`src/design/qmr_pkg.sv`:
```
// Shared constants, codes and types for the queue with move-to-rear.
package qmr_pkg;

  // Queue depth and the widths that follow from it.
  localparam int DEPTH  = 16;
  localparam int ADDR_W = (DEPTH > 1) ? $clog2(DEPTH) : 1;
  localparam int CNT_W  = $clog2(DEPTH + 1);

  // Fixed field widths of the request and result ports.
  localparam int DATA_W = 32;
  localparam int CMD_W  = 2;
  localparam int POS_W  = 5;
  localparam int STAT_W = 2;
  localparam int OCC_W  = 5;

  // Width used when comparing a position against the element count.
  localparam int CMP_W  = (POS_W > CNT_W) ? POS_W : CNT_W;

  // Request commands.
  typedef enum logic [CMD_W-1:0] {
    CMD_ENQ  = 2'd0,
    CMD_DEQ  = 2'd1,
    CMD_MOVE = 2'd2,
    CMD_NOP  = 2'd3
  } cmd_e;

  // Result status codes.
  typedef enum logic [STAT_W-1:0] {
    ST_OK    = 2'd0,
    ST_EMPTY = 2'd1,
    ST_FULL  = 2'd2,
    ST_RANGE = 2'd3
  } status_e;

  // One request to the write and read ports of the entry memory.
  typedef struct packed {
    logic              we;
    logic [ADDR_W-1:0] waddr;
    logic [DATA_W-1:0] wdata;
    logic              re;
    logic [ADDR_W-1:0] raddr;
  } mem_req_t;

  // A finished result, handed to the output register.
  typedef struct packed {
    logic                     valid;
    logic signed [DATA_W-1:0] data;
    status_e                  status;
    logic [OCC_W-1:0]         occupancy;
  } result_t;

endpackage

```
`src/design/qmr_ram.sv`:
```
// Simple dual-port synchronous RAM with a registered read port.
module qmr_ram #(
  parameter int WIDTH = 32,
  parameter int DEPTH = 16,
  parameter int AW    = 4
) (
  input  logic             clk_i,
  input  logic             we_i,
  input  logic [AW-1:0]    waddr_i,
  input  logic [WIDTH-1:0] wdata_i,
  input  logic             re_i,
  input  logic [AW-1:0]    raddr_i,
  output logic [WIDTH-1:0] rdata_o
);

  logic [WIDTH-1:0] mem [DEPTH];
  logic [WIDTH-1:0] rdata_q;

  // Write port.
  always_ff @(posedge clk_i) begin
    if (we_i) begin
      mem[waddr_i] <= wdata_i;
    end
  end

  // Read port, registered.
  always_ff @(posedge clk_i) begin
    if (re_i) begin
      rdata_q <= mem[raddr_i];
    end
  end

  assign rdata_o = rdata_q;

endmodule

```
`src/design/qmr_ctrl.sv`:
```
// Sequencer that keeps the circular queue pointers and drives the entry memory.
module qmr_ctrl import qmr_pkg::*; (
  input  logic              clk_i,
  input  logic              rst_ni,
  input  logic              accept_i,
  input  cmd_e              command_i,
  input  logic [DATA_W-1:0] value_i,
  input  logic [POS_W-1:0]  position_i,
  input  logic [DATA_W-1:0] rdata_i,
  output mem_req_t          mem_req_o,
  output result_t           result_o,
  output logic              busy_o
);

  localparam int SUM_W = CNT_W + 1;

  typedef enum logic [4:0] {
    S_IDLE  = 5'b00001,
    S_DEQ   = 5'b00010,
    S_MVRD  = 5'b00100,
    S_SHIFT = 5'b01000,
    S_MVWR  = 5'b10000
  } state_e;

  state_e              state_q, state_d;
  logic [ADDR_W-1:0]   head_q, head_d;
  logic [CNT_W-1:0]    count_q, count_d;
  logic [CNT_W-1:0]    wr_off_q, wr_off_d;
  logic [DATA_W-1:0]   moved_q, moved_d;
  logic [CMP_W-1:0]    pos_cmp;
  logic [CMP_W-1:0]    cnt_cmp;

  // Physical slot of the entry at a given offset from the front.
  function automatic logic [ADDR_W-1:0] phys(input logic [ADDR_W-1:0] head,
                                             input logic [CNT_W-1:0]  off);
    logic [SUM_W-1:0] sum;
    sum = SUM_W'(head) + SUM_W'(off);
    if (sum >= SUM_W'(DEPTH)) begin
      sum = sum - SUM_W'(DEPTH);
    end
    return ADDR_W'(sum);
  endfunction

  assign pos_cmp = CMP_W'(position_i);
  assign cnt_cmp = CMP_W'(count_q);

  // Next-state logic and memory accesses.
  always_comb begin
    state_d   = state_q;
    head_d    = head_q;
    count_d   = count_q;
    wr_off_d  = wr_off_q;
    moved_d   = moved_q;
    mem_req_o = '0;
    result_o  = '0;
    result_o.status = ST_OK;

    case (state_q)
      S_IDLE: begin
        if (accept_i) begin
          case (command_i)
            CMD_ENQ: begin
              result_o.valid = 1'b1;
              if (count_q == CNT_W'(DEPTH)) begin
                result_o.status = ST_FULL;
              end else begin
                mem_req_o.we    = 1'b1;
                mem_req_o.waddr = phys(head_q, count_q);
                mem_req_o.wdata = value_i;
                count_d         = count_q + CNT_W'(1);
              end
            end
            CMD_DEQ: begin
              if (count_q == '0) begin
                result_o.valid  = 1'b1;
                result_o.status = ST_EMPTY;
              end else begin
                mem_req_o.re    = 1'b1;
                mem_req_o.raddr = head_q;
                state_d         = S_DEQ;
              end
            end
            CMD_MOVE: begin
              if (pos_cmp == '0 || pos_cmp > cnt_cmp) begin
                result_o.valid  = 1'b1;
                result_o.status = ST_RANGE;
              end else if (pos_cmp == cnt_cmp) begin
                // The rear element is already in place.
                result_o.valid = 1'b1;
              end else begin
                wr_off_d        = CNT_W'(pos_cmp - CMP_W'(1));
                mem_req_o.re    = 1'b1;
                mem_req_o.raddr = phys(head_q, wr_off_d);
                state_d         = S_MVRD;
              end
            end
            default: begin
              result_o.valid = 1'b1;
            end
          endcase
        end
      end
      S_DEQ: begin
        result_o.valid = 1'b1;
        result_o.data  = rdata_i;
        head_d         = phys(head_q, CNT_W'(1));
        count_d        = count_q - CNT_W'(1);
        state_d        = S_IDLE;
      end
      S_MVRD: begin
        // Hold the element being moved and fetch its successor.
        moved_d         = rdata_i;
        mem_req_o.re    = 1'b1;
        mem_req_o.raddr = phys(head_q, wr_off_q + CNT_W'(1));
        state_d         = S_SHIFT;
      end
      S_SHIFT: begin
        // Write back one slot lower while the next successor, if any, is read.
        mem_req_o.we    = 1'b1;
        mem_req_o.waddr = phys(head_q, wr_off_q);
        mem_req_o.wdata = rdata_i;
        if (wr_off_q + CNT_W'(2) < count_q) begin
          mem_req_o.re    = 1'b1;
          mem_req_o.raddr = phys(head_q, wr_off_q + CNT_W'(2));
        end else begin
          state_d = S_MVWR;
        end
        wr_off_d = wr_off_q + CNT_W'(1);
      end
      S_MVWR: begin
        mem_req_o.we    = 1'b1;
        mem_req_o.waddr = phys(head_q, count_q - CNT_W'(1));
        mem_req_o.wdata = moved_q;
        result_o.valid  = 1'b1;
        state_d         = S_IDLE;
      end
      default: begin
        state_d = S_IDLE;
      end
    endcase

    result_o.occupancy = OCC_W'(count_d);
  end

  // Control registers.
  always_ff @(posedge clk_i or negedge rst_ni) begin
    if (!rst_ni) begin
      state_q  <= S_IDLE;
      head_q   <= '0;
      count_q  <= '0;
      wr_off_q <= '0;
    end else begin
      state_q  <= state_d;
      head_q   <= head_d;
      count_q  <= count_d;
      wr_off_q <= wr_off_d;
    end
  end

  // Element held during a move.
  always_ff @(posedge clk_i) begin
    moved_q <= moved_d;
  end

  assign busy_o = (state_q != S_IDLE);

endmodule

```
`src/design/queue_move_nth_to_rear.sv`:
```
// Top level: bounded queue of signed words with a move-to-rear command.
//
//   Channel   Direction  Handshake             Payload
//   request   in         start && !busy        command_i, value_i, position_i
//   result    out        done_o (one cycle)    data_out_o, status_o, occupancy_o
//
// An enqueue, a refused request and a move that leaves the queue as it is are
// decided on acceptance; a dequeue first reads the memory. A move from position p
// reads that element, shifts each later one a slot lower and puts it at the rear,
// paced by the single write port of the entry memory, which moves one element per
// cycle. The result reaches the output register in the cycle after its last step.
// Reset empties the queue at once; memory contents are not cleared.
// The receiver cannot stall; busy holds new requests off during a move or dequeue.
module queue_move_nth_to_rear import qmr_pkg::*; (
  input  logic                     clk_i,
  input  logic                     rst_ni,
  input  logic                     start,
  output logic                     busy,
  input  logic [CMD_W-1:0]         command_i,
  input  logic signed [DATA_W-1:0] value_i,
  input  logic [POS_W-1:0]         position_i,
  output logic                     done_o,
  output logic signed [DATA_W-1:0] data_out_o,
  output logic [STAT_W-1:0]        status_o,
  output logic [OCC_W-1:0]         occupancy_o
);

  logic              accept;
  logic              ctrl_busy;
  mem_req_t          mem_req;
  result_t           result;
  logic [DATA_W-1:0] rdata;

  logic                     done_q;
  logic signed [DATA_W-1:0] data_q;
  status_e                  status_q;
  logic [OCC_W-1:0]         occ_q;

  assign accept = start && !ctrl_busy;
  assign busy   = ctrl_busy;

  // Sequencer.
  qmr_ctrl u_ctrl (
    .clk_i      (clk_i),
    .rst_ni     (rst_ni),
    .accept_i   (accept),
    .command_i  (cmd_e'(command_i)),
    .value_i    (value_i),
    .position_i (position_i),
    .rdata_i    (rdata),
    .mem_req_o  (mem_req),
    .result_o   (result),
    .busy_o     (ctrl_busy)
  );

  // Entry memory.
  qmr_ram #(
    .WIDTH (DATA_W),
    .DEPTH (DEPTH),
    .AW    (ADDR_W)
  ) u_ram (
    .clk_i   (clk_i),
    .we_i    (mem_req.we),
    .waddr_i (mem_req.waddr),
    .wdata_i (mem_req.wdata),
    .re_i    (mem_req.re),
    .raddr_i (mem_req.raddr),
    .rdata_o (rdata)
  );

  // Result strobe register.
  always_ff @(posedge clk_i or negedge rst_ni) begin
    if (!rst_ni) begin
      done_q <= 1'b0;
    end else begin
      done_q <= result.valid;
    end
  end

  // Result payload register.
  always_ff @(posedge clk_i) begin
    if (result.valid) begin
      data_q   <= result.data;
      status_q <= result.status;
      occ_q    <= result.occupancy;
    end
  end

  assign done_o      = done_q;
  assign data_out_o  = data_q;
  assign status_o    = status_q;
  assign occupancy_o = occ_q;

  // An accepted enqueue always answers in the following cycle.
  assert property (@(posedge clk_i) disable iff (!rst_ni)
    (start && !busy && command_i == CMD_ENQ) |=> done_o)
    else $error("enqueue result not returned in the next cycle");

  // The queue never reports more elements than it can hold.
  assert property (@(posedge clk_i) disable iff (!rst_ni)
    done_o |-> (occupancy_o <= OCC_W'(DEPTH)))
    else $error("occupancy above queue depth");

  // A refused dequeue reports an empty queue and no data.
  assert property (@(posedge clk_i) disable iff (!rst_ni)
    (done_o && status_o == ST_EMPTY) |-> (occupancy_o == '0 && data_out_o == '0))
    else $error("empty status with data or elements");

  // A refused enqueue only happens on a full queue.
  assert property (@(posedge clk_i) disable iff (!rst_ni)
    (done_o && status_o == ST_FULL) |-> (occupancy_o == OCC_W'(DEPTH)))
    else $error("full status on a queue that is not full");

endmodule

```
`config.mk`:
```
export PLATFORM = sky130hd
export DESIGN_NAME = queue_move_nth_to_rear
export DESIGN_NICKNAME = d
export VERILOG_FILES = /design/src/design/qmr_pkg.sv /design/src/design/qmr_ram.sv /design/src/design/qmr_ctrl.sv /design/src/design/queue_move_nth_to_rear.sv
export SDC_FILE = /design/constraint.sdc
export NUM_CORES = 1
export LEC_CHECK = 0
export BUFFER_PORTS_ARGS = -buffer_cell sky130_fd_sc_hd__buf_2
export CAP_MARGIN = 30
export CELL_PAD_IN_SITES_DETAIL_PLACEMENT = 0
export CELL_PAD_IN_SITES_GLOBAL_PLACEMENT = 1
export CORE_MARGIN = 4
export CORE_UTILIZATION = 48
export CTS_CLUSTER_DIAMETER = 80
export DETAILED_ROUTE_END_ITERATION = 16
export PLACE_DENSITY_LB_ADDON = 0.25
export SETUP_SLACK_MARGIN = 0.15
export SLEW_MARGIN = 0
export SYNTH_ARGS = -nofsm -noshare
export SYNTH_HDL_FRONTEND = slang
export SYNTH_SLANG_ARGS = --single-unit
```
`constraint.sdc`:
```
create_clock -name clk_i -period 4.4 [get_ports clk_i]
set_clock_uncertainty 0.05 [all_clocks]
set_input_delay 0.88 -clock clk_i [delete_from_list [all_inputs] [get_ports clk_i]]
set_output_delay 0.88 -clock clk_i [all_outputs]
set_load 0.005 [all_outputs]
```
==> reports/metrics.cfg, run 1 <==
[sta]
setup_violations=0
post-route-period-util_pct=88.2
hold_viol_final=0
fin_setup_tns_ns=0
maxSlewHeadroom_pct=54.8
fin_crit_ns=3.88
grt_setup_unrepaired=no
timing.final.ws_setup_ns=0.519
drv_slew=0
worst_pin_slew_ns=0.677
max_freq_mhz=258

[synthesis]
synth_compound_area_share_pct=8.85
syn_area_per_cell_um2=15.4
synth_area_leaders=edfxtp_1 70%, mux2i_1 7.8%, a21oi_1 2.3%
synth_flop_cell=edfxtp_1
synth.most_common_cell=edfxtp_1
synth_edf_count=615
yosysSeqAreaShare_pct=72.3
synth_mux_area_share_pct=7.79
synth_top_family_by_area=compound AO/OA/AOI/OAI gates
synthSimpleGateAreaFrac_pct=5.16
synth_top_area_share_pct=70.4
yosys-top-cells-count=615 x edfxtp_1, 204 x mux2i_1, 143 x nand2_1, 119 x a21oi_1, 65 x a22oi_1
netlist_area_um2=26200
yosysUniqueCellTypes=61
yosysWarnings=0
synth_top_cell_by_area=edfxtp_1
synthXorXnorAreaFrac_pct=1.04
syn_nets=1788
async_flop_share_pct=3.15
synthAdderAreaFrac_pct=2.05
postSynthCellCount=1706
ys_ff_latch=635

[floorplan]
start_util_pct=48.6
die_area_um2=58400
coreArea_um2=53900
die_y_um=242
die_w_um=242
io_pins=83
row_count=85

[setup_path]
reg2regPathDepth=13
cp.required_ns=4.61
worstPathMaxFanout=16
crit_path_end_kind=register
crit_type=register to register
reg2reg_to=u_ram.mem[5][16]
crit_end=u_ram.mem[5][16]
critPathLaunchType=register
crit_start=u_ctrl.cnt_cmp[1]
r2r_start=u_ctrl.cnt_cmp[1]
r2r_setup_slack_ns=0.52
arrival_ns=4.09

[clocking]
cts_root_buf=clkbuf_16
htree_levels=3
path_clk_slew_ns=0.06
clock-sinks=635
clockBufferDepth=3
cts_setup_buffers=0
ctsHoldBuffers=0
cts_tree=built
cts_resized=0
cts_made_buffers=69
clk-insertion-delay-late_ns=0.60

[pwr]
p_int_mw=10.9
p_sw_mw=3.64
powerDensity_nw_per_um2=479
p_comb_share_pct=13.4
clkPwrFrac_pct=38.2
swShare_pct=25.1
peakVddDrop_mv=0.290
sequentialPowerShare_pct=48.5
power.leakage_nw=11.6

[final_layout]
syn_to_final_growth_pct=15.5
fillers=4177
drive_above_1_share_pct=15.6
nNetsFinal=1923
antenna_cells=0

[placed_design]
gp_congestion=0.811
pre_cts_ws_ns=0.322
place_hpwl_um=35900
io_buffers=82

[global_routing]
grt_usage_pct=20.9
antenna_found_initial=1
grt_max_degree=57
grt_pass1_vias=15100
grt-ovfl-total=0
grt_pass1_wl_um=93300

[routing]
ant_nets=0
wirelength_um=62100
routedWlPerCell_um=24.0
vias=15100
vias_per_cell=5.85
drc=0
firstDrtPassIters=6
drtIter0Drc=1468

[worst_hold_path]
hold_path.class=input port to async pin

[job]
cap_viol_max_count=0

[status]
status=finished clean

registers in the layout (all words and copies together) (netlist names):
register / cells
u_ram.mem: 512
data_out_o: 32
u_ctrl.moved_q: 32
u_ram.rdata_o: 32
occupancy_o: 5
u_ctrl.cnt_cmp: 5
u_ctrl.state_q: 5
u_ctrl.wr_off_q: 5
u_ctrl.head_q: 4
status_o: 2
done_o: 1
area by class of cell:
class / instances / area [um^2] / share of cell area [%]
Clock buffer: 85 / 1850 / 6.10
Timing Repair Buffer: 159 / 1380 / 4.54
Clock inverter: 40 / 325 / 1.07
Tap cell: 696 / 871 / 2.87
Multi-Input combinational cell: 919 / 6690 / 22.1
Inverter: 57 / 214 / 0.706
Sequential cell: 635 / 19000 / 62.6
cells by family after synthesis:
logic type	Yosys count
flops	635
compound gates	348
simple gates	296
mux	204
buf+inv	152
fa+ha+maj	40
xor+xnor	31
critical path, cell delays in order, from the launching register on:
cell,delay [ns]
dfrtp_1,0.38
inv_1,0.24
ha_1,0.35
o21ai_0,0.29
ha_1,0.28
a21o_1,0.17
a21oi_1,0.16
xnor2_1,0.19
xnor2_1,0.16
o22ai_1,0.09
a21oi_1,0.29
nand2_1,0.31
nor2_4,0.22
buf_4,0.33
stage by stage:
stage | hold slack (ns) | std cells | util, % | power, mW | cell area [um^2]
after global routing | 0.219 | 2591 | 56.2 | 15.1 | 30300
after floorplan | 0.392 | 1706 | - | 8.40 | 26200
final | 0.205 | 2591 | 56.2 | 14.5 | 30300
after detailed placement | 0.411 | 2466 | 52.2 | 9.08 | 28100
after CTS | 0.194 | 2591 | 56.2 | 14.6 | 30300
after global placement | 0.398 | 2464 | 52.1 | 9.04 | 28100
placed cells by master, fill, tap and decap left out, types with 35 or more instances in the layout:
master	synthesis	layout
a22oi_1	65	65
ha_1	35	35
nor2_1	64	52
buf_2	35	82
buf_4	12	46
mux2i_1	204	204
inv_1	57	57
nand2_1	143	143
edfxtp_1	615	615
clkbuf_16	0	71
o22ai_1	61	61
a21oi_1	119	119
worst min-delay path by stage:
stage,startpoint,end,cells after the start
floorplan,u_ram.rdata_o[0],u_ctrl.moved_q[0],0
global placement,u_ram.rdata_o[8],u_ctrl.moved_q[8],0
detailed placement,u_ram.rdata_o[16],u_ctrl.moved_q[16],0
CTS,rst_ni,u_ctrl.wr_off_q[2],1
global route,rst_ni,u_ctrl.wr_off_q[2],1
finish,rst_ni,u_ctrl.wr_off_q[2],1
power by group through the flow:
stage	Combinational, mW	Clock [mW]	Sequential, mW
after floorplan	1.28	0	7.12
after global placement	1.90	0	7.14
final	1.94	5.53	7.03
after detailed placement	1.93	0	7.15
after CTS	1.94	5.65	7.02
after global routing	2.15	5.94	7.05
routing by layer:
| layer | global-route usage, % | routed length, um | share of wire, % | vias to the layer above |
|---|---|---|---|---|
| li1 | - | - | - | 6876 |
| met1 | 29.0 | 27300 | 44 | 7653 |
| met2 | 33.9 | 29200 | 47 | 526 |
| met3 | 3.94 | 4200 | 6.8 | 92 |
| met4 | 6.44 | 1350 | 2.2 | 0 |
| met5 | 0 | 0 | 0 | - |
No activity file was read; power rests on OpenSTA's default activity.
==> run 2: changes to the inputs <==
Settings changed: ABC_AREA from default to 1, CORE_UTILIZATION 48 to 46.
==> reports/metrics.cfg, run 2 <==
[synthesis]
synth_top_area_share_pct=67.8  ; -2.7 points
synth.most_common_cell=nand3_1
synth_flop_cell=edfxtp_1
yosysWarnings=0  ; unchanged
synth_area_leaders=edfxtp_1 68%, nand3_1 12%, nand2_1 7.2%
netlist_area_um2=27300  ; +3.9%
yosys-top-cells-count=656 x nand3_1, 615 x edfxtp_1, 526 x nand2_1, 87 x inv_1, 73 x buf_2
ys_ff_latch=635  ; unchanged
synth_top_cell_by_area=edfxtp_1
yosysUniqueCellTypes=43  ; -30%
postSynthCellCount=2322  ; +36%
async_flop_share_pct=3.15  ; unchanged
synth_edf_count=615  ; unchanged
syn_nets=2404  ; +34%
yosysSeqAreaShare_pct=69.6  ; -2.7 points
syn_area_per_cell_um2=11.7  ; -24%

[global_routing]
grt-ovfl-total=0  ; unchanged
antenna_found_initial=0  ; -1
top_usage_layer=met2
use_met2_pct=37.8  ; +3.9 points
grt_use_met1_pct=33.0  ; +3.9 points
grt_usage_pct=23.5  ; +2.6 points
grt_pass1_wl_um=113000  ; +21%
grt_pass1_vias=18100  ; +20%
grtUsageMet3_pct=3.96  ; +0.015 points
grt_max_degree=93  ; +63%

[setup_path]
critical_path.top_delay_family=simple AND/OR/NAND/NOR gates
cp.buffers_inverters=4  ; +2
crit_type=register to register
cp_slowest_cell=nor2_4
crit_path_end_kind=register
critPathLaunchType=register
cp.required_ns=4.63  ; +0.02 ns
reg2regPathDepth=16  ; +3
worstPathMaxFanout=16  ; unchanged
max_stage_delay_ns=0.49  ; +0.11 ns
crit_top_cell=nand2_1
arrival_ns=3.98  ; -0.11 ns
path_depth=16  ; +3
worstPathCellList=inv_1, nand2_1, inv_1, nand3_1, o21ai_0, ha_1, a21oi_1, nand2_1, xor2_1, xor2_1, nand2_1, nand2_1, inv_1, nand2_1, nor2_4, buf_12

[sta]
grt_setup_unrepaired=no
fin_setup_tns_ns=0  ; unchanged
setup_violations=0  ; unchanged
hold_viol_final=0  ; unchanged
fin_crit_ns=3.75  ; -0.131 ns
worst_pin_slew_ns=1.02  ; +0.346 ns
max_freq_mhz=267  ; +3.5%
maxSlewHeadroom_pct=31.5  ; -23 points
post-route-period-util_pct=85.2  ; -3.0 points
drv_slew=0  ; unchanged

[clocking]
cts_root_buf=clkbuf_16
path_clk_slew_ns=0.06  ; about the same
cts_resized=0  ; unchanged
cts_setup_buffers=0  ; unchanged
cts_tree=built
ctsHoldBuffers=0  ; unchanged
htree_levels=3  ; unchanged
clockBufferDepth=3  ; unchanged
clk-insertion-delay-late_ns=0.60  ; about the same
cts_made_buffers=68  ; -1.4%
clock-sinks=635  ; unchanged

[job]
cap_viol_max_count=0  ; unchanged

[routing]
drtIter0Drc=2018  ; +37%
drc=0  ; unchanged
vias_per_cell=5.70  ; -2.5%
routedWlPerCell_um=23.2  ; -3.3%
wirelength_um=75300  ; +21%
ant_nets=0  ; unchanged
vias=18500  ; +22%
firstDrtPassIters=6  ; unchanged

[final_layout]
final_common_cell=nand3_1
most-common-layout-cells=655 x nand3_1, 615 x edfxtp_1, 523 x nand2_1, 86 x inv_1, 82 x buf_2
largest_reg_flops=512  ; unchanged
nNetsFinal=2514  ; +31%
syn_to_final_growth_pct=14.7
fillers=4968  ; +19%
drive_above_1_share_pct=13.0  ; -2.6 points
antenna_cells=0  ; unchanged
final_area_um2=31300  ; +3.2%
top_register=u_ram.mem

[pwr]
p_int_mw=12.5  ; +15%
powerDensity_nw_per_um2=624  ; +30%
peakVddDrop_mv=0.516  ; +78%
swShare_pct=36.0  ; +11 points
sequentialPowerShare_pct=37.9  ; -11 points
clkPwrFrac_pct=27.9  ; -10 points
p_comb_share_pct=34.2  ; +21 points
power.leakage_nw=11.8  ; +2.1%
p_sw_mw=7.03  ; +93%

[status]
status=finished clean

[floorplan]
die_w_um=251  ; +4.0%
coreArea_um2=58100  ; +7.8%
start_util_pct=46.9  ; -1.7 points
die_area_um2=63200  ; +8.2%
row_count=88  ; +3.5%
io_pins=83  ; unchanged
die_y_um=251  ; +4.0%

[worst_hold_path]
hold_path.class=input port to async pin

[placed_design]
place_hpwl_um=41200  ; +15%
gp_congestion=0.817  ; +0.65%
dpl_cell_area_um2=29100  ; +3.5%
io_buffers=82  ; unchanged

run 2: kinds of logic after synthesis:
family                   synth area share, %
XOR/XNOR                               0.803
flip-flops                              69.6
buffers and inverters                   4.27
adder cells (fa/ha/maj)                 1.97
AO/OA/AOI/OAI                           2.31
AND/OR/NAND/NOR                         21.0
run 2: power by group through the flow:
stage	clock network, mW	registers (mW)	logic (mW)
after floorplan	0	7.49	4.97
after global placement	0	7.51	6.60
after detailed placement	0	7.51	6.64
after CTS	5.56	7.39	6.68
after global routing	5.81	7.42	7.48
final	5.44	7.39	6.67
run 2: layout make-up:
cell class / count / area [um^2] / area share [%]
Clock buffer: 86 / 1790 / 5.73
Clock inverter: 35 / 307 / 0.980
Inverter: 93 / 349 / 1.12
Multi-Input combinational cell: 1448 / 7340 / 23.5
Sequential cell: 635 / 19000 / 60.7
Tap cell: 765 / 957 / 3.06
Timing Repair Buffer: 186 / 1550 / 4.97
run 2: path summary, 6_finish.rpt:
check                                   from                  to  slack (ns)
setup reg to reg           u_ctrl.state_q[2]    u_ram.mem[5][14]        0.65
hold reg to reg            u_ram.rdata_o[21]  u_ctrl.moved_q[21]        0.39
hold / removal                        rst_ni  u_ctrl.wr_off_q[0]        0.21
min in group clk_i         u_ram.rdata_o[21]  u_ctrl.moved_q[21]        0.39
setup / recovery           u_ctrl.state_q[2]    u_ram.mem[5][14]        0.65
max in group asynchronous             rst_ni   u_ctrl.state_q[0]        3.71
run 2: metrics by stage:
stage | hold slack (ns) | std cells | total power [mW] | util (%) | setup WS, ns
finish | 0.210 | 3248 | 19.5 | 53.8 | 0.651
global route | 0.235 | 3248 | 20.7 | 53.8 | 0.381
CTS | 0.195 | 3240 | 19.6 | 53.7 | 0.692
detailed placement | 0.382 | 3119 | 14.2 | 50.1 | 0.494
global placement | 0.379 | 3108 | 14.1 | 49.9 | 0.564
floorplan | 0.376 | 2322 | 12.5 | - | 0.405
run 2: layer usage:
metal | routed length, um | vias up
met1 | 31900 | 9163
met3 | 5760 | 124
met4 | 1870 | 0
li1 | - | 8528
met5 | 0 | -
met2 | 35800 | 701
==> run 3: changes to the inputs <==
==> constraint.sdc (replaced) <==
create_clock -name clk_i -period 4.4 [get_ports clk_i]
set_clock_uncertainty 0.05 [all_clocks]
set_input_delay 0.44 -clock clk_i [delete_from_list [all_inputs] [get_ports clk_i]]
set_output_delay 0.44 -clock clk_i [all_outputs]
set_load 0.005 [all_outputs]
==> reports/metrics.cfg, run 3 (same netlist as run 2, synthesis figures left out) <==
[pwr]
clkPwrFrac_pct=27.9  ; about the same
swShare_pct=35.8  ; -0.22 points
p_sw_mw=7.06  ; +0.51%
p_comb_share_pct=34.6  ; +0.4 points
peakVddDrop_mv=0.455  ; -12%
p_int_mw=12.7  ; +1.5%
sequentialPowerShare_pct=37.5  ; -0.4 points
power.leakage_nw=11.8  ; about the same
finalPower_mw=19.7  ; +1.1%
powerDensity_nw_per_um2=631  ; +1.1%

[placed_design]
gp_congestion=0.833  ; +2.0%
dpl_cell_area_um2=29100  ; about the same
place_hpwl_um=40100  ; -2.6%
io_buffers=82  ; unchanged
placedCellCount=3114  ; -0.16%

[sta]
setup_violations=0  ; unchanged
fin_crit_ns=3.80  ; +0.0536 ns
maxSlewHeadroom_pct=40.5  ; +9.0 points
max_freq_mhz=263  ; -1.4%
drv_slew=0  ; unchanged
hold_viol_final=0  ; unchanged
grt_setup_unrepaired=no
fin_setup_tns_ns=0  ; unchanged
worst_pin_slew_ns=0.890  ; -0.134 ns
post-route-period-util_pct=86.4  ; +1.2 points

[final_layout]
most-common-layout-cells=655 x nand3_1, 615 x edfxtp_1, 523 x nand2_1, 86 x inv_1, 82 x buf_2
largest_reg_flops=512  ; unchanged
layout.cells.non_filler=3244  ; -0.12%
final_area_um2=31300  ; about the same
drive_above_1_share_pct=12.8  ; -0.18 points
top_register=u_ram.mem
antenna_cells=0  ; unchanged
nNetsFinal=2509  ; -0.20%
final_common_cell=nand3_1
syn_to_final_growth_pct=14.7  ; about the same

[clocking]
cts_tree=built
clock-sinks=635  ; unchanged
clockBufferDepth=3  ; unchanged
clk-insertion-delay-late_ns=0.61  ; about the same
cts_made_buffers=69  ; +1.5%
cts_root_buf=clkbuf_16
path_clk_slew_ns=0.06  ; about the same
htree_levels=3  ; unchanged
cts_resized=0  ; unchanged

[floorplan]
row_count=88  ; unchanged
die_w_um=251  ; unchanged
die_y_um=251  ; unchanged
io_pins=83  ; unchanged
coreArea_um2=58100  ; unchanged
start_util_pct=46.9  ; unchanged
die_area_um2=63200  ; unchanged

[global_routing]
grt-ovfl-total=0  ; unchanged
grt_max_degree=130  ; +40%
antenna_found_initial=0  ; unchanged
grt_usage_pct=22.9  ; -0.56 points
grt_pass1_vias=17500  ; -3.2%
grt_pass1_wl_um=111000  ; -2.4%

[setup_path]
crit_top_cell=nand2_1
worstPathMaxFanout=24  ; +8
crit_type=register to register
r2r_start=u_ctrl.cnt_cmp[0]
arrival_ns=4.03  ; +0.05 ns
worstPathCellList=inv_1, ha_1, xnor2_1, o21ai_0, ha_1, a21oi_1, nand2_1, xor2_1, xor2_1, nand2_1, nand2_1, inv_1, nand2_1, nor2_4, buf_12
max_stage_delay_ns=0.53  ; +0.04 ns
critPathLaunchType=register
cp.required_ns=4.63  ; about the same
r2r_setup_slack_ns=0.60  ; -0.05 ns
path_depth=15  ; -1
cp_slowest_cell=dfrtp_1
cp.buffers_inverters=3  ; -1
crit_path_end_kind=register
reg2regPathDepth=15  ; -1
critical_path.top_delay_family=simple AND/OR/NAND/NOR gates
reg2reg_to=u_ram.mem[4][21]

[routing]
drtIter0Drc=2065  ; +2.3%
routedWlPerCell_um=22.6  ; -2.4%
ant_nets=0  ; unchanged
wirelength_um=73400  ; -2.5%
vias=18500  ; -0.16%
firstDrtPassIters=5  ; -1
drc=0  ; unchanged
vias_per_cell=5.70  ; about the same

[worst_hold_path]
hold_path.class=input port to register
hold_start=value_i[21]
hold_end=u_ram.mem[13][21]
holdPathStages=3

[job]
cap_viol_max_count=0  ; unchanged

[status]
status=finished clean

run 3: layout make-up:
type                       count  area, um^2
clock buffer                  84        1830
clock inverter                39         303
fill                        4982       26900
inverter                      93         349
multi-input combinational   1448        7340
sequential                   635       19000
tap                          765         957
timing repair buffer         180        1530
run 3: routing by layer:
| layer | part of all wire [%] | vias up | routed length [um] | track usage, % |
|---|---|---|---|---|
| li1 | - | 8532 | - | - |
| met1 | 43 | 9075 | 31300 | 32.8 |
| met3 | 7.4 | 120 | 5440 | 3.46 |
| met5 | 0 | - | 0 | 0 |
| met2 | 47 | 760 | 34800 | 36.9 |
| met4 | 2.5 | 0 | 1850 | 6.66 |
run 3: stage by stage:
step | util (%) | setup slack (ns) | hold slack, ns
6_report | 53.8 | 0.597 | 0.200
3_5_place_dp | 50.0 | 0.691 | 0.382
3_3_place_gp | 49.9 | 0.743 | 0.379
5_1_grt | 53.8 | 0.371 | 0.204
4_1_cts | 53.7 | 0.644 | 0.161
2_1_floorplan | - | 0.405 | 0.0944
run 3: repair_timing:
action / in CTS / in global routing
hold buffers: 1 / 0
endpoints found under the hold margin: 19 / 0
buffers inserted: 0 / 0
run 3: worst max-delay path by stage:
stage | startpoint | end | slack (ns)
2_1_floorplan | u_ctrl.state_q[0] | u_ram.mem[12][0] | 0.40
3_3_place_gp | u_ctrl.cnt_cmp[0] | u_ram.mem[4][26] | 0.74
3_5_place_dp | u_ctrl.cnt_cmp[0] | u_ram.mem[4][16] | 0.69
4_1_cts | u_ctrl.cnt_cmp[0] | u_ram.mem[7][5] | 0.64
5_1_grt | u_ctrl.cnt_cmp[0] | u_ram.mem[8][8] | 0.37
6_report | u_ctrl.cnt_cmp[0] | u_ram.mem[4][21] | 0.60
run 3: power groups by stage:
stage	Clock, mW	Combinational, mW	Sequential, mW
after floorplan	0	4.97	7.49
final	5.51	6.82	7.40
after global placement	0	6.74	7.52
after detailed placement	0	6.80	7.52
after global routing	5.89	7.67	7.43
after CTS	5.62	6.84	7.40
run 3: worst min-delay path, stage by stage:
cell and delay [ns]:
buf_2 0.10, nand2_1 0.05, o211ai_1 0.11
